==> src/hw/rtl/vcsd_pkg.sv <==
// Shared types and constants for the VGM command stream decoder.
`default_nettype none
package vcsd_pkg;

   localparam int unsigned CMD_QUEUE_DEPTH_DEF = 4;
   localparam int unsigned RSP_QUEUE_DEPTH_DEF = 2;

   localparam int unsigned CSR_ADDR_W = 4;
   localparam int unsigned CSR_DATA_W = 32;

   localparam logic [1:0] REG_FORMAT_VERSION = 2'd0;
   localparam logic [1:0] REG_DATA_OFFSET    = 2'd1;
   localparam logic [1:0] REG_LOOP_OFFSET    = 2'd2;

   localparam logic [15:0] VER_NEW_START    = 16'h0150;
   localparam logic [15:0] VER_EXT_OPERANDS = 16'h0160;
   localparam logic [31:0] DATA_START_OLD   = 32'h0000_0040;
   localparam logic [31:0] DATA_START_BIAS  = 32'h0000_0034;
   localparam logic [31:0] LOOP_BIAS        = 32'h0000_001c;

   localparam logic [7:0] BYTE_END     = 8'h66;
   localparam logic [7:0] OP_PSG       = 8'h50;
   localparam logic [7:0] OP_FM0       = 8'h52;
   localparam logic [7:0] OP_FM1       = 8'h53;
   localparam logic [7:0] OP_WAIT_N    = 8'h61;
   localparam logic [7:0] OP_WAIT_NTSC = 8'h62;
   localparam logic [7:0] OP_WAIT_PAL  = 8'h63;
   localparam logic [7:0] OP_BLOCK     = 8'h67;
   localparam logic [7:0] OP_SKIP_LONG = 8'h68;
   localparam logic [7:0] OP_PCM_SEEK  = 8'he0;

   localparam logic [15:0] WAIT_NTSC = 16'h02df;
   localparam logic [15:0] WAIT_PAL  = 16'h0372;

   localparam logic [3:0] CMD_PSG         = 4'd0;
   localparam logic [3:0] CMD_FM          = 4'd1;
   localparam logic [3:0] CMD_WAIT        = 4'd2;
   localparam logic [3:0] CMD_FM_PCM_WAIT = 4'd3;
   localparam logic [3:0] CMD_DATA_BLOCK  = 4'd4;
   localparam logic [3:0] CMD_PCM_SEEK    = 4'd5;
   localparam logic [3:0] CMD_END         = 4'd6;
   localparam logic [3:0] CMD_LOOP        = 4'd7;
   localparam logic [3:0] CMD_BAD_OPCODE  = 4'd8;

   typedef enum logic [2:0] {
      CLS_END,
      CLS_SKIP,
      CLS_OPERANDS,
      CLS_WAIT_LONG,
      CLS_WAIT_SHORT,
      CLS_PCM_WAIT,
      CLS_BAD
   } cls_type;

   typedef struct packed {
      logic       kind;
      logic [7:0] byte_value;
      cls_type    cls;
      logic [3:0] count;
   } cmd_entry_type;

   typedef struct packed {
      logic        ext_operands;
      logic        loop_enabled;
      logic [31:0] data_start;
      logic [31:0] loop_index;
   } cfg_type;

   typedef struct packed {
      logic [3:0]  command;
      logic        chip_port;
      logic [7:0]  reg_address;
      logic [7:0]  reg_data;
      logic [15:0] wait_count;
      logic [31:0] wide_value;
      logic [31:0] block_position;
   } rsp_type;

endpackage
`default_nettype wire

==> src/hw/rtl/vcsd_queue.sv <==
// Small register-based FIFO used between front and back and on the result side.
`default_nettype none
module vcsd_queue #(
   parameter int unsigned WIDTH = 1,
   parameter int unsigned DEPTH = 2
) (
   input  wire logic             clock,
   input  wire logic             reset,
   input  wire logic             push,
   input  wire logic [WIDTH-1:0] push_data,
   output logic                  full,
   input  wire logic             pop,
   output logic [WIDTH-1:0]      pop_data,
   output logic                  empty
);
   localparam int unsigned PTR_W = (DEPTH > 1) ? $clog2(DEPTH) : 1;
   localparam int unsigned CNT_W = $clog2(DEPTH + 1);
   localparam logic [PTR_W-1:0] LAST = PTR_W'(DEPTH - 1);

   logic [WIDTH-1:0] mem_ff [DEPTH];
   logic [PTR_W-1:0] wr_ptr_ff, wr_ptr_in;
   logic [PTR_W-1:0] rd_ptr_ff, rd_ptr_in;
   logic [CNT_W-1:0] count_ff, count_in;
   logic             do_push, do_pop;

   assign full     = (count_ff == CNT_W'(DEPTH));
   assign empty    = (count_ff == '0);
   assign do_push  = push && !full;
   assign do_pop   = pop && !empty;
   assign pop_data = mem_ff[rd_ptr_ff];

   always_comb begin
      wr_ptr_in = wr_ptr_ff;
      rd_ptr_in = rd_ptr_ff;
      count_in  = count_ff;
      if (do_push) begin
         wr_ptr_in = (wr_ptr_ff == LAST) ? '0 : wr_ptr_ff + 1'b1;
      end
      if (do_pop) begin
         rd_ptr_in = (rd_ptr_ff == LAST) ? '0 : rd_ptr_ff + 1'b1;
      end
      case ({do_push, do_pop})
         2'b10:   count_in = count_ff + 1'b1;
         2'b01:   count_in = count_ff - 1'b1;
         default: count_in = count_ff;
      endcase
   end

   always_ff @(posedge clock) begin
      if (reset) begin
         wr_ptr_ff <= '0;
         rd_ptr_ff <= '0;
         count_ff  <= '0;
      end else begin
         wr_ptr_ff <= wr_ptr_in;
         rd_ptr_ff <= rd_ptr_in;
         count_ff  <= count_in;
      end
   end

   always_ff @(posedge clock) begin
      if (do_push) begin
         mem_ff[wr_ptr_ff] <= push_data;
      end
   end

endmodule
`default_nettype wire

==> src/hw/rtl/vcsd_front.sv <==
// Front end: accepts requests and classifies each stream byte.
`default_nettype none
module vcsd_front (
   input  wire logic                    req_push,
   output logic                         req_full,
   input  wire logic                    req_kind,
   input  wire logic [7:0]              req_byte_value,
   input  wire logic                    ext_operands,
   input  wire logic                    q_full,
   output logic                         q_push,
   output vcsd_pkg::cmd_entry_type      q_data
);
   import vcsd_pkg::*;

   cls_type    cls;
   logic [3:0] count;
   logic [7:0] b;

   assign b = req_byte_value;

   always_comb begin
      cls   = CLS_BAD;
      count = 4'd0;
      if (b == BYTE_END) begin
         cls = CLS_END;
      end else if (b >= 8'h40 && b <= 8'h4e && ext_operands) begin
         cls   = CLS_SKIP;
         count = 4'd2;
      end else if (b >= 8'h30 && b <= 8'h4f) begin
         cls   = CLS_SKIP;
         count = 4'd1;
      end else if (b >= 8'ha0 && b <= 8'hbf) begin
         cls   = CLS_SKIP;
         count = 4'd2;
      end else if (b >= 8'hc0 && b <= 8'hdf) begin
         cls   = CLS_SKIP;
         count = 4'd3;
      end else if (b >= 8'he1) begin
         cls   = CLS_SKIP;
         count = 4'd4;
      end else if (b == OP_SKIP_LONG) begin
         cls   = CLS_SKIP;
         count = 4'd11;
      end else if (b == OP_PSG) begin
         cls   = CLS_OPERANDS;
         count = 4'd1;
      end else if (b == OP_FM0 || b == OP_FM1 || b == OP_WAIT_N) begin
         cls   = CLS_OPERANDS;
         count = 4'd2;
      end else if (b == OP_PCM_SEEK) begin
         cls   = CLS_OPERANDS;
         count = 4'd4;
      end else if (b == OP_BLOCK) begin
         cls   = CLS_OPERANDS;
         count = 4'd6;
      end else if (b == OP_WAIT_NTSC || b == OP_WAIT_PAL) begin
         cls = CLS_WAIT_LONG;
      end else if (b >= 8'h70 && b <= 8'h7f) begin
         cls = CLS_WAIT_SHORT;
      end else if (b >= 8'h80 && b <= 8'h8f) begin
         cls = CLS_PCM_WAIT;
      end
   end

   assign req_full            = q_full;
   assign q_push              = req_push && !q_full;
   assign q_data.kind         = req_kind;
   assign q_data.byte_value   = req_byte_value;
   assign q_data.cls          = cls;
   assign q_data.count        = count;

endmodule
`default_nettype wire

==> src/hw/rtl/vcsd_back.sv <==
// Back end: parser state, operand collection, payload skipping and result build.
`default_nettype none
module vcsd_back (
   input  wire logic                    clock,
   input  wire logic                    reset,
   input  wire vcsd_pkg::cfg_type       cfg,
   input  wire logic                    cmd_empty,
   input  wire vcsd_pkg::cmd_entry_type cmd_data,
   output logic                         cmd_pop,
   input  wire logic                    rsp_full,
   output logic                         rsp_push,
   output vcsd_pkg::rsp_type            rsp_data
);
   import vcsd_pkg::*;

   typedef enum logic [1:0] {
      PH_OPCODE,
      PH_OPERANDS,
      PH_SKIP
   } phase_type;

   phase_type   phase_ff, phase_in;
   logic [7:0]  op_ff, op_in;
   logic [2:0]  needed_ff, needed_in;
   logic [2:0]  count_ff, count_in;
   logic [47:0] shift_ff, shift_in;
   logic [31:0] skip_ff, skip_in;
   logic [31:0] pos_ff, pos_in;
   logic        finished_ff, finished_in;

   logic        take;
   logic        produce;
   logic        do_end;
   logic [47:0] merged;
   logic [2:0]  count_next;
   logic [7:0]  b;

   assign take       = !cmd_empty && !rsp_full;
   assign cmd_pop    = take;
   assign rsp_push   = take && produce;
   assign b          = cmd_data.byte_value;
   assign merged     = shift_ff | (48'(b) << {count_ff, 3'b000});
   assign count_next = count_ff + 3'd1;

   always_comb begin
      phase_in    = phase_ff;
      op_in       = op_ff;
      needed_in   = needed_ff;
      count_in    = count_ff;
      shift_in    = shift_ff;
      skip_in     = skip_ff;
      pos_in      = pos_ff;
      finished_in = finished_ff;
      produce     = 1'b0;
      do_end      = 1'b0;
      rsp_data    = '0;
      if (take && !finished_ff) begin
         if (cmd_data.kind) begin
            do_end = 1'b1;
         end else begin
            pos_in = pos_ff + 32'd1;
            case (phase_ff)
               PH_SKIP: begin
                  skip_in = skip_ff - 32'd1;
                  if (skip_ff == 32'd1) begin
                     phase_in = PH_OPCODE;
                  end
               end
               PH_OPERANDS: begin
                  shift_in = merged;
                  count_in = count_next;
                  if (count_next == needed_ff) begin
                     phase_in = PH_OPCODE;
                     count_in = '0;
                     shift_in = '0;
                     case (op_ff)
                        OP_PSG: begin
                           produce           = 1'b1;
                           rsp_data.command  = CMD_PSG;
                           rsp_data.reg_data = merged[7:0];
                        end
                        OP_FM0, OP_FM1: begin
                           produce              = 1'b1;
                           rsp_data.command     = CMD_FM;
                           rsp_data.chip_port   = op_ff[0];
                           rsp_data.reg_address = merged[7:0];
                           rsp_data.reg_data    = merged[15:8];
                        end
                        OP_WAIT_N: begin
                           produce             = 1'b1;
                           rsp_data.command    = CMD_WAIT;
                           rsp_data.wait_count = merged[15:0];
                        end
                        OP_PCM_SEEK: begin
                           produce             = 1'b1;
                           rsp_data.command    = CMD_PCM_SEEK;
                           rsp_data.wide_value = merged[31:0];
                        end
                        default: begin
                           if (merged[47:16] != 32'd0) begin
                              skip_in  = merged[47:16];
                              phase_in = PH_SKIP;
                           end
                           if (merged[15:8] == 8'd0) begin
                              produce                 = 1'b1;
                              rsp_data.command        = CMD_DATA_BLOCK;
                              rsp_data.wide_value     = merged[47:16];
                              rsp_data.block_position = cfg.data_start + pos_in;
                           end
                        end
                     endcase
                  end
               end
               default: begin
                  case (cmd_data.cls)
                     CLS_END: begin
                        do_end = 1'b1;
                     end
                     CLS_SKIP: begin
                        skip_in  = 32'(cmd_data.count);
                        phase_in = PH_SKIP;
                     end
                     CLS_OPERANDS: begin
                        op_in     = b;
                        needed_in = cmd_data.count[2:0];
                        count_in  = '0;
                        shift_in  = '0;
                        phase_in  = PH_OPERANDS;
                     end
                     CLS_WAIT_LONG: begin
                        produce             = 1'b1;
                        rsp_data.command    = CMD_WAIT;
                        rsp_data.wait_count = (b == OP_WAIT_PAL) ? WAIT_PAL : WAIT_NTSC;
                     end
                     CLS_WAIT_SHORT: begin
                        produce             = 1'b1;
                        rsp_data.command    = CMD_WAIT;
                        rsp_data.wait_count = 16'(b[3:0]);
                     end
                     CLS_PCM_WAIT: begin
                        produce             = 1'b1;
                        rsp_data.command    = CMD_FM_PCM_WAIT;
                        rsp_data.wait_count = 16'(b[3:0]);
                     end
                     default: begin
                        produce          = 1'b1;
                        finished_in      = 1'b1;
                        rsp_data.command = CMD_BAD_OPCODE;
                        op_in            = '0;
                        count_in         = '0;
                        shift_in         = '0;
                        skip_in          = '0;
                        phase_in         = PH_OPCODE;
                     end
                  endcase
               end
            endcase
         end
         if (do_end) begin
            phase_in = PH_OPCODE;
            op_in    = '0;
            count_in = '0;
            shift_in = '0;
            skip_in  = '0;
            produce  = 1'b1;
            rsp_data = '0;
            if (!cfg.loop_enabled) begin
               finished_in      = 1'b1;
               rsp_data.command = CMD_END;
            end else begin
               pos_in              = cfg.loop_index;
               rsp_data.command    = CMD_LOOP;
               rsp_data.wide_value = cfg.loop_index;
            end
         end
      end
   end

   always_ff @(posedge clock) begin
      if (reset) begin
         phase_ff    <= PH_OPCODE;
         op_ff       <= '0;
         needed_ff   <= '0;
         count_ff    <= '0;
         shift_ff    <= '0;
         skip_ff     <= '0;
         pos_ff      <= '0;
         finished_ff <= 1'b0;
      end else begin
         phase_ff    <= phase_in;
         op_ff       <= op_in;
         needed_ff   <= needed_in;
         count_ff    <= count_in;
         shift_ff    <= shift_in;
         skip_ff     <= skip_in;
         pos_ff      <= pos_in;
         finished_ff <= finished_in;
      end
   end

endmodule
`default_nettype wire

==> src/hw/rtl/vgm_command_stream_decoder.sv <==
// Top level of the VGM command stream decoder: CSR block, front, queues and back.
// Taken requests are registered in the command queue, results in the result queue.
// Throughput: one request per cycle while no queue is full, set by the back-end parser.
// The command queue between front and back lets either side stall on its own.
// Reset (synchronous): CSR registers to zero, parser to expect opcode, queues empty.
`default_nettype none
module vgm_command_stream_decoder #(
   parameter int unsigned CMD_QUEUE_DEPTH = vcsd_pkg::CMD_QUEUE_DEPTH_DEF,
   parameter int unsigned RSP_QUEUE_DEPTH = vcsd_pkg::RSP_QUEUE_DEPTH_DEF
) (
   input  wire logic                            clock,
   input  wire logic                            reset,
   input  wire logic                            req_push,
   output logic                                 req_full,
   input  wire logic                            req_kind,
   input  wire logic [7:0]                      req_byte_value,
   output logic                                 rsp_empty,
   input  wire logic                            rsp_pop,
   output logic [3:0]                           rsp_command,
   output logic                                 rsp_chip_port,
   output logic [7:0]                           rsp_reg_address,
   output logic [7:0]                           rsp_reg_data,
   output logic [15:0]                          rsp_wait_count,
   output logic [31:0]                          rsp_wide_value,
   output logic [31:0]                          rsp_block_position,
   input  wire logic                            csr_psel,
   input  wire logic                            csr_penable,
   input  wire logic                            csr_pwrite,
   input  wire logic [vcsd_pkg::CSR_ADDR_W-1:0] csr_paddr,
   input  wire logic [vcsd_pkg::CSR_DATA_W-1:0] csr_pwdata,
   output logic [vcsd_pkg::CSR_DATA_W-1:0]      csr_prdata,
   output logic                                 csr_pready
);
   import vcsd_pkg::*;

   logic [15:0] version_ff;
   logic [31:0] data_off_ff;
   logic [31:0] loop_off_ff;
   logic [31:0] data_start_ff, data_start_in;
   logic [31:0] loop_index_ff, loop_index_in;
   logic        csr_write;
   logic [1:0]  csr_index;
   cfg_type     cfg;

   cmd_entry_type front_data, cmd_data;
   logic          front_push, cmd_full, cmd_empty, cmd_pop;
   rsp_type       back_data, rsp_data;
   logic          back_push, rsp_full;

   assign csr_pready = 1'b1;
   assign csr_write  = csr_psel && csr_penable && csr_pwrite;
   assign csr_index  = csr_paddr[3:2];

   always_comb begin
      case (csr_index)
         REG_FORMAT_VERSION: csr_prdata = 32'(version_ff);
         REG_DATA_OFFSET:    csr_prdata = data_off_ff;
         REG_LOOP_OFFSET:    csr_prdata = loop_off_ff;
         default:            csr_prdata = '0;
      endcase
   end

   assign data_start_in = (version_ff < VER_NEW_START) ? DATA_START_OLD
                                                       : data_off_ff + DATA_START_BIAS;
   assign loop_index_in = loop_off_ff + LOOP_BIAS - data_start_in;

   always_ff @(posedge clock) begin
      if (reset) begin
         version_ff    <= '0;
         data_off_ff   <= '0;
         loop_off_ff   <= '0;
         data_start_ff <= DATA_START_OLD;
         loop_index_ff <= LOOP_BIAS - DATA_START_OLD;
      end else begin
         data_start_ff <= data_start_in;
         loop_index_ff <= loop_index_in;
         if (csr_write) begin
            case (csr_index)
               REG_FORMAT_VERSION: version_ff  <= csr_pwdata[15:0];
               REG_DATA_OFFSET:    data_off_ff <= csr_pwdata;
               REG_LOOP_OFFSET:    loop_off_ff <= csr_pwdata;
               default:            version_ff  <= version_ff;
            endcase
         end
      end
   end

   assign cfg.ext_operands = (version_ff >= VER_EXT_OPERANDS);
   assign cfg.loop_enabled = (loop_off_ff != 32'd0);
   assign cfg.data_start   = data_start_ff;
   assign cfg.loop_index   = loop_index_ff;

   vcsd_front u_front (
      .req_push       (req_push),
      .req_full       (req_full),
      .req_kind       (req_kind),
      .req_byte_value (req_byte_value),
      .ext_operands   (cfg.ext_operands),
      .q_full         (cmd_full),
      .q_push         (front_push),
      .q_data         (front_data)
   );

   vcsd_queue #(
      .WIDTH ($bits(cmd_entry_type)),
      .DEPTH (CMD_QUEUE_DEPTH)
   ) u_cmd_queue (
      .clock     (clock),
      .reset     (reset),
      .push      (front_push),
      .push_data (front_data),
      .full      (cmd_full),
      .pop       (cmd_pop),
      .pop_data  (cmd_data),
      .empty     (cmd_empty)
   );

   vcsd_back u_back (
      .clock     (clock),
      .reset     (reset),
      .cfg       (cfg),
      .cmd_empty (cmd_empty),
      .cmd_data  (cmd_data),
      .cmd_pop   (cmd_pop),
      .rsp_full  (rsp_full),
      .rsp_push  (back_push),
      .rsp_data  (back_data)
   );

   vcsd_queue #(
      .WIDTH ($bits(rsp_type)),
      .DEPTH (RSP_QUEUE_DEPTH)
   ) u_rsp_queue (
      .clock     (clock),
      .reset     (reset),
      .push      (back_push),
      .push_data (back_data),
      .full      (rsp_full),
      .pop       (rsp_pop),
      .pop_data  (rsp_data),
      .empty     (rsp_empty)
   );

   assign rsp_command        = rsp_data.command;
   assign rsp_chip_port      = rsp_data.chip_port;
   assign rsp_reg_address    = rsp_data.reg_address;
   assign rsp_reg_data       = rsp_data.reg_data;
   assign rsp_wait_count     = rsp_data.wait_count;
   assign rsp_wide_value     = rsp_data.wide_value;
   assign rsp_block_position = rsp_data.block_position;

endmodule
`default_nettype wire
==> config.mk <==
export PLATFORM = sky130hd
export DESIGN_NAME = vgm_command_stream_decoder
export DESIGN_NICKNAME = d
export VERILOG_FILES = /design/src/hw/rtl/vcsd_pkg.sv /design/src/hw/rtl/vcsd_queue.sv /design/src/hw/rtl/vcsd_front.sv /design/src/hw/rtl/vcsd_back.sv /design/src/hw/rtl/vgm_command_stream_decoder.sv
export SDC_FILE = /design/constraint.sdc
export NUM_CORES = 1
export LEC_CHECK = 0
export ABC_CLOCK_PERIOD_IN_PS = 6700
export BUFFER_PORTS_ARGS = -buffer_cell sky130_fd_sc_hd__buf_2
export CAP_MARGIN = 20
export CORE_MARGIN = 2
export CORE_UTILIZATION = 38
export CTS_BUF_LIST = sky130_fd_sc_hd__clkbuf_4 sky130_fd_sc_hd__clkbuf_8
export DETAILED_ROUTE_END_ITERATION = 6
export GPL_ROUTABILITY_DRIVEN = 0
export GPL_TIMING_DRIVEN = 0
export PLACE_DENSITY = 0.53
export SLEW_MARGIN = 0
export SYNTH_ARGS = -nofsm -noshare
export SYNTH_HDL_FRONTEND = slang
export SYNTH_HIERARCHICAL = 1
export SYNTH_SLANG_ARGS = --single-unit
==> constraint.sdc <==
create_clock -name clock -period 6.7 [get_ports clock]
set_input_delay 0 -clock clock [delete_from_list [all_inputs] [get_ports clock]]
set_output_delay 0 -clock clock [all_outputs]
set_load 0.02 [all_outputs]
# After elaboration in Yosys (flattened, before gate mapping)
# Memory sizes are Yosys's and may differ from the RTL's. A register that Yosys moved wholly into a read port is not among the register bits.
# Cells that the tools add are included.
# Widths: inputs -> output; s select.
# word_totals
ff_bits,284
memories,2
input_bits,52
ramBits,266
# op_classes
n_bitwise,3
n_lt_le_gt_ge,15
mux,111
shifts,1
n_reduce_logical,53
add_sub_neg,15
eq_ne,46
# memory_table
memory,depth,word_bits,rd,rd_clocked_by_memory_dff,write_ports,line_no,source
u_rsp_queue.mem_ff,2,101,1,1,1,vcsd_queue.sv:20,logic [WIDTH-1:0] mem_ff [DEPTH];
u_cmd_queue.mem_ff,4,16,1,1,1,vcsd_queue.sv:20,
# op_table
op,count
$mux 101,4
$mux 32,11
$mux 48,4
$pmux 32 s2,3
$mux 64,2
$eq 8x7->1 const B,14
$pmux 32 s3,1
$pmux 48 s2,1
$pmux 16 s2,2
$reduce_bool 32->1,2
$mux 3,19
$or 48x48->48,1
$shl 8x6->48,1
$mux 4,10
$add 32x1->32 const B,1
$add 32x32->32,1
$add 32x5->32 const B,1
$add 32x6->32 const B,1
$eq 32x1->1 const B,1
$ge 8x8->1 const B,4
$pmux 8 s2,2
$sub 32x1->32 const B,1
$sub 32x32->32,1
$mux 1,25
other kinds (51),131

# Longest topological paths before layout
# Gate-level depths: netlist of run 1.
# logic_depth
ltp_word,16
mapped_depth,18
mapped_depth_nobuf,18

# Modules after synthesis
# Netlist of run 1, hierarchy kept.
# by_module_without_submodules
mod,cells_per_inst,seq_area_each_um2,area_per_inst_um2,n_inst
vcsd_back,1530,2582.5,10760.3,1
vgm_command_stream_decoder,957,2882.8,7651.1,1
vcsd_queue at u_rsp_queue,340,6165.9,7482.2,1
vcsd_queue at u_cmd_queue,138,2102.0,2802.7,1
vcsd_front,69,0.0,490.5,1

# Worst setup path before layout of run 1
# No wires, ideal clock.
# synth_timing
kind,reg2reg
startpoint,register with a tool-made name
endpoint,memory u_rsp_queue/mem_ff[1][0] in the netlist's numbering (enable)
period_less_slack_ns,5.151
arrival_ns,4.679
path_buffers,2
path_stages_with_launch,10
setup_slack_ns,1.549
path_cell_list,dfxtp_1 > buf_2 > buf_4 > mux4_2 > a31oi_1 > nand3_1 > nor3_1 > o21bai_1 > a21oi_1 > and3_1
# synth_rtl
element,line_no
end: declaration,vcsd_queue.sv:20

# Final worst setup path of run 1
# layout_timing
startpoint,register version_ff[8]
endpoint,register loop_index_ff[31]
# layout_between
elab_chain_cells,3
# layout_lines
element,line_no,source
start: declaration,vgm_command_stream_decoder.sv:36,logic [15:0] version_ff;
start signal: assignment,vgm_command_stream_decoder.sv:79,REG_FORMAT_VERSION: version_ff <= csr_pwdata[15:0];
start signal: assignment,vgm_command_stream_decoder.sv:82,default: version_ff <= version_ff;
$lt 16x9->1,vgm_command_stream_decoder.sv:63,assign data_start_in = (version_ff < VER_NEW_START) ? DATA_START_OLD
$mux 32,vgm_command_stream_decoder.sv:63,
$sub 32x32->32,vgm_command_stream_decoder.sv:65,assign loop_index_in = loop_off_ff + LOOP_BIAS - data_start_in;
end signal: assignment,vgm_command_stream_decoder.sv:73,loop_index_ff <= LOOP_BIAS - DATA_START_OLD;
end signal: assignment,vgm_command_stream_decoder.sv:76,loop_index_ff <= loop_index_in;
end: declaration,vgm_command_stream_decoder.sv:40,"logic [31:0] loop_index_ff, loop_index_in;"
# Every way passes these cells.
# A chain may end at the register's enable or synchronous reset.

==> results of run 1 <==
==> tightest hold or removal path: cells and delay by family <==
family | cells | cell delay (ps)
buffers and inverters | 2 | 650
AND/OR/NAND/NOR | 1 | 50
AO/OA/AOI/OAI | 1 | 50
==> sequential cells by signal (all words and copies together), names as in the netlist, 8 cells and up, named ones only <==
name,flops
u_back/op_ff,8
u_cmd_queue/mem_ff,64
data_start_ff,32
data_off_ff,32
loop_index_ff,32
u_back/shift_ff,48
u_back/skip_ff,32
version_ff,16
loop_off_ff,32
u_rsp_queue/mem_ff,202
u_back/pos_ff,32
==> power by group <==
| group | switching, W | internal [W] |
|---|---|---|
| logic | 0.00333 | 0.00161 |
| registers | 0.000246 | 0.00434 |
| clock network | 0.00148 | 0.00183 |
==> cells by family (layout without fill, tap and decap cells) <==
group           after synthesis  count (layout)  share of synthesized area, %
simple gates               1041            1041                          16.9
compound gates              765             765                          16.7
flops                       553             553                          47.1
buf+inv                     273             691                          3.99
xor+xnor                    146             146                          4.41
mux                         139             139                          5.89
fa+ha+maj                   116             116                          5.05
other cells                   1               2                        0.0128
==> layer usage <==
layer  vias up  routed length [um]
li1      11742                   -
met1     12175               42600
met2      1071               42500
met3       198                7890
met4         0                3130
met5         -                   0
==> cell usage after synthesis (all sizes together) (38+ instances only) <==
cell type and instances:
nand2 351, nor2 304, dfxtp 287, edfxtp 266, a21oi 262, clkbuf 142, ha 113, o21ai 106
mux2 103, xnor2 87, a22oi 73, nand3 73, buf 65, inv 65, nor3 62, xor2 59
o22ai 55, a21o 43, nand4 38
==> per-stage QoR <==
stage | setup TNS, ps | utilization, % | worst slack (ps) | hold slack, ps
2_1_floorplan | 0 | - | 1550 | 69.1
3_3_place_gp | -169240 | 41.3 | -988 | 200
3_5_place_dp | 0 | 41.5 | 1160 | 209
4_1_cts | 0 | 44.9 | 1080 | 31.0
5_1_grt | 0 | 44.9 | 871 | 67.3
6_report | 0 | 44.9 | 1130 | 80.4
==> final cells by class <==
class	instances	share of cell area (%)
Antenna cell	1	0.00734
Buffer	207	2.69
Clock buffer	136	4.89
Clock inverter	41	1.15
Inverter	66	0.734
Multi-Input combinational cell	2208	41.9
Sequential cell	553	40.3
Tap cell	1030	3.78
Timing Repair Buffer	241	4.54
==> worst min-delay path by stage <==
stage,start,endpoint,slack [ps],cells past startpoint
after floorplan,reset,u_rsp_queue/count_ff[1],70,1
after global placement,req_kind,u_cmd_queue/mem_ff[2][15],200,1
after detailed placement,req_kind,u_cmd_queue/mem_ff[2][15],210,1
after CTS,csr_pwdata[3],data_off_ff[3],30,4
after global routing,csr_pwdata[2],loop_off_ff[2],70,4
final,csr_pwdata[2],loop_off_ff[2],80,4
==> impl_results.md, run 1 <==
* Status: finished clean
* Vias in the first global route at 24503
* PortBufs at 183
* Worst Setup SP: version_ff[8]
* GR peak layer: met2
* # nets final at 3540
* # rows at about 100
* Crit end category: register
* Pwr per Cell Area at approximately 380 mW/mm^2
* Synth area leader: edfxtp_1
* Clock tree skew after final layout at 56.9 ps
* CP Max Fanout at 10
* Residual DRC at 0
* Hold WC Path Type: in -> reg
* Cell area after layout at 0.0341 sq mm
* Met1 Track Usage GR at 33.0%
* Synth Flop Type: dfxtp_1
* Avg Vias per Cell at 5.62
* Critical path's top delay family: compound AO/OA/AOI/OAI gates
* Reg-to-Reg End: loop_index_ff[31]
* Syn_area_per_cell at 9.62 sq um
* Synthesized area at approximately 0.029 sq mm
* Max-capacitance violation count at 0
* H-tree depth at 3
* Slew headroom at 35.4%
* Detail Route Antenna Nets at 0
* Met2 usage at 37.3%
* Area of the multi-input gates at 0.0143 sq mm
* Clk buf depth at 3
* Overall power at between 0.01 and 0.015 W
* I/O pin count at roughly 190
* Top cells by area, synth: edfxtp_1 (27%), dfxtp_1 (20%), ha_1 (4.8%)
* Reg2Reg Setup Slack at 1130 ps
* EDFF count, synth at 266
* Startpoint types: register
* Core Region at 0.0759 sq mm
* Wirelength per Cell at 21.4 um
* Worst-Margin Slew at between 900 and 1000 ps
* Met3 Track Usage GR at 4.97%
* Fin. max-slew vios at 0
* Post-layout min period at roughly 5600 ps
* Crit path kind: reg -> reg
* Yosys cell types at 96
* Area growth syn-to-layout at 16.8%
* Lkg Pwr at 12.5 nW
* Most common cell after layout, fill and taps aside: nand2_1
* Vias post-DR at 25186
* Worst R2R Start: version_ff[8]
* Inst Count DP at approximately 4300
* Yosys warnings at 6
* Clock sink total at 553
* Max stage delay on crit path at 600 ps
* Global-route wire length before repair at 146000 um
* CP Depth at 17
* Required @ worst endpoint at 7280 ps
* Post-CTS Setup Inserts at 0
* Largest net degree at the start of global routing at 53
* Reg2Reg Depth at 17
* Share of post-route cells with drive strength above 1 at 17.1%
* Fmax at between 150 and 200 MHz
* Critical path destination: loop_index_ff[31]
* Final-layout fill cell count at 7362
* Die area at 0.0790 sq mm
* WP buf/inv at 3
* Clock insertion delay at the later pin of the skew report at between 700 and 800 ps
* Post-CTS Hold Buffers at 54
* Clock transition at path regs at 60 ps
* Die Wd at 281 um
* Mapped Cells at 3034
* Initial Util at 38.4%
* Inserted Clock Buffers at 95
* Final setup fails at 0
* Sequential-to-total area share from yosys stat at between 40% and 50%
* CTS tree: done
* #FFs+latches synth at 553
* Register area at between 0.01 and 0.015 sq mm
* Final HPWL DP at 72500 um
* Fin crit share at 83.1%
* Total track usage at 24.0%
* Placed Instance Area at 0.0315 sq mm
* Crit path max-delay cell type: o211ai_1
* Die height at 281 um
* Hold Vio Cnt, Final at 0
* Worst EP arrival at 6150 ps
* Worst VDD drop at around 0.00018 V
* Resize count post-CTS at 0
* Most frequent cells in the layout: nand2_1 (351), nor2_1 (302), dfxtp_1 (287), edfxtp_1 (266), a21oi_1 (260)
* Worst path cell trace: inv_1 > o211ai_1 > a41o_1 > clkbuf_1 > clkbuf_1 > nand2_1 > ha_1 > ha_1 > fa_1 > a211oi_1 > o211ai_1 > a21o_1 > a211o_1 > a21o_1 > a311oi_1 > xnor2_1 > or2_1
* Total iterations of the first detailed-routing run at 5
* Post-synth top area share at 27.4%
* Initial antenna violation count at 1
* Gr ovfl total at 0
* Post-Route WL at 96100 um
* Share of flip-flops with an asynchronous set or reset at 0%
* Root Buffer: clkbuf_8
* Fin cells at around 4500
* Unrepaired setup endpoints after global routing: false
* Drt first-iter violations at ~2400
* Synth Net Count at between 3000 and 4000
Power figures use the tool's default switching activity.
==> inputs of run 2 (changes only) <==
--- a/config.mk
+++ b/config.mk
@@ -5,7 +5,7 @@
 export SDC_FILE = /design/constraint.sdc
 export NUM_CORES = 1
 export LEC_CHECK = 0
-export ABC_CLOCK_PERIOD_IN_PS = 6700
+export ABC_CLOCK_PERIOD_IN_PS = 5250
 export BUFFER_PORTS_ARGS = -buffer_cell sky130_fd_sc_hd__buf_2
 export CAP_MARGIN = 20
 export CORE_MARGIN = 2
==> constraint.sdc (replaced) <==
create_clock -name clock -period 5.25 [get_ports clock]
set_input_delay 0 -clock clock [delete_from_list [all_inputs] [get_ports clock]]
set_output_delay 0 -clock clock [all_outputs]
set_load 0.02 [all_outputs]
==> run 2 against run 1 <==
Non-clock buffer count grew 1. Worst hold slack gained 0.59 ps. Routed wire length grew 0.13%. Sequential power grew 28%. Critical path depth shrank 7. Sequential cell count is the same. Setup slack lost 860 ps. Clock power grew 28%. Count of clock-buffer cells in the layout is the same. Clock skew shrank 1.2 ps. Critical endpoint is now u_rsp_queue/mem_ff[1][1].
==> impl_results.md, run 2 (synthesis results as in run 1) <==
* Clock transition at path regs at 60 ps
* Status: finished clean
* Hold WC Path Type: in -> reg
* Root Buffer: clkbuf_8
* Detail Route Antenna Nets at 0
* Worst VDD drop at about 0.00023 V
* Drt first-iter violations at ~2400
* PortBufs at 183
* Placed Instance Area at 0.0315 sq mm
* CP Max Fanout at 52
* Required @ worst endpoint at between 5000 and 6000 ps
* Gr ovfl total at 0
* Hold Vio Cnt, Final at 0
* Worst-Margin Slew at 971 ps
* Crit path kind: reg -> reg
* Final HPWL DP at 72500 um
* Clock sink total at 553
* Global-route wire length before repair at 146000 um
* Post-Route WL at 96300 um
* Most flops, register: u_rsp_queue/mem_ff
* Vias post-DR at 25098
* Clock insertion delay at the later pin of the skew report at between 700 and 800 ps
* Core Region at approximately 0.076 sq mm
* Lkg Pwr at approximately 13 nW
* Cell area after layout at 0.0341 sq mm
* Cell-internal power at 0.00992 W
* Setup TNS at 0 ps
* Vias in the first global route at ~25000
* Final setup fails at 0
* Residual DRC at 0
* Initial Util at 38.4%
* Initial antenna violation count at 1
* Crit end category: register
* Number of flip-flops in the largest register at ~200
* Total iterations of the first detailed-routing run at 7
* Final-layout fill cell count at between 7000 and 8000
* Die Wd at 281 um
* Area growth syn-to-layout at 16.8%
* Largest net degree at the start of global routing at 53
* Fmax at approximately 200 MHz
* Post-layout min period at 4980 ps
* Clock network fraction of design power at around 26%
* H-tree depth at 3
* Die height at 281 um
* Worst EP arrival at 5350 ps
* Reg2Reg Setup Slack at 270 ps
* Clock tree skew after final layout at 55.7 ps
* Startpoint types: register
* Inserted Clock Buffers at 95
* Avg Vias per Cell at around 5.6
* Share of post-route cells with drive strength above 1 at roughly 17%
* Comb power frac at between 30% and 40%
* Total track usage at 24.0%
* Unrepaired setup endpoints after global routing: false
* I/O pin count at 188
* Pwr per Cell Area at about 480 mW/mm^2
* Fin crit share at 94.8%
* Flop pwr share at 35.7%
* # nets final at 3541
* Fin. max-slew vios at 0
* Die area at 0.0790 sq mm
* # rows at 101
* CTS tree: done
* Slew headroom at between 30% and 40%
* Regs by FF count: u_rsp_queue/mem_ff x202, u_cmd_queue/mem_ff x64, u_back/shift_ff x48
* Most frequent cells in the layout: nand2_1 (351), nor2_1 (302), dfxtp_1 (287), edfxtp_1 (266), a21oi_1 (260)
* Psw at 0.00647 W
* Clk buf depth at 3
* Max-capacitance violation count at 0
* Sw frac at between 30% and 40%
* Wirelength per Cell at 21.5 um
* Most common cell after layout, fill and taps aside: nand2_1
==> run 2: worst paths after layout <==
kind | start | endpoint | depth (start not counted)
max | u_rsp_queue/count_ff[0] | u_rsp_queue/mem_ff[1][1] | 10
min | csr_pwdata[2] | loop_off_ff[2] | 4
max reg2reg | u_rsp_queue/count_ff[0] | u_rsp_queue/mem_ff[1][1] | 10
min reg2reg | u_back/op_ff[3] | u_back/op_ff[3] | 2
==> run 2: stage by stage <==
| step | setup WS (ps) | std cells | total power (W) | util (%) | hold WS [ps] |
|---|---|---|---|---|---|
| floorplan | 98.9 | 3034 | 0.00996 | - | 69.1 |
| global placement | -2440 | 4247 | 0.0119 | 41.3 | 200 |
| detailed placement | -289 | 4251 | 0.0121 | 41.5 | 209 |
| CTS | 144 | 4483 | 0.0165 | 44.9 | 31.0 |
| global route | 51.6 | 4484 | 0.0172 | 44.9 | 67.3 |
| finish | 272 | 4484 | 0.0164 | 44.9 | 81.0 |
==> run 2: power by group through the flow <==
stage / Combinational, W / Sequential [W] / Clock, W
2_1_floorplan: 0.00409 / 0.00587 / 0
3_3_place_gp: 0.00592 / 0.00594 / 0
3_5_place_dp: 0.00622 / 0.00593 / 0
4_1_cts: 0.00628 / 0.00585 / 0.00433
5_1_grt: 0.00675 / 0.00592 / 0.00451
6_report: 0.00632 / 0.00585 / 0.00423
==> run 2: final cells by class <==
cell class / instances / area (sq um) / area share (%)
diodes: 1 / 2.50 / 0.00734
plain buffers: 207 / 917 / 2.69
clock buffers: 136 / 1670 / 4.88
clock inverters: 41 / 393 / 1.15
inverters: 66 / 250 / 0.734
multi-input cells: 2208 / 14300 / 41.9
flip-flops and latches: 553 / 13700 / 40.3
well taps: 1030 / 1290 / 3.78
repair buffers: 242 / 1550 / 4.56
==> run 2: worst max-delay path, stage by stage, from the launching register on <==
cell	delay [ps]
dfxtp_1	420
nand2b_2	180
inv_2	60
nor3_1	710
clkbuf_1	570
clkbuf_1	620
clkbuf_1	500
o31ai_1	150
a21oi_1	300
and3_4	750
buf_16	340
==> run 2: per-layer routing <==
| layer | global-route usage [%] | vias up | share of wire (%) |
|---|---|---|---|
| met5 | 0 | - | 0 |
| met4 | 8.02 | 0 | 3.2 |
| met3 | 4.97 | 196 | 8.4 |
| met2 | 37.3 | 1044 | 44 |
| met1 | 33.0 | 12123 | 44 |
| li1 | - | 11735 | - |
==> run 2: repair_timing <==
action / in CTS / in global routing
pin swaps: 1 / 0
buffers inserted: 1 / 0
hold buffers: 54 / 0
gates resized for setup: 0 / 2
endpoints found under the hold margin: 162 / 0
endpoints found under the setup margin: 6 / 2
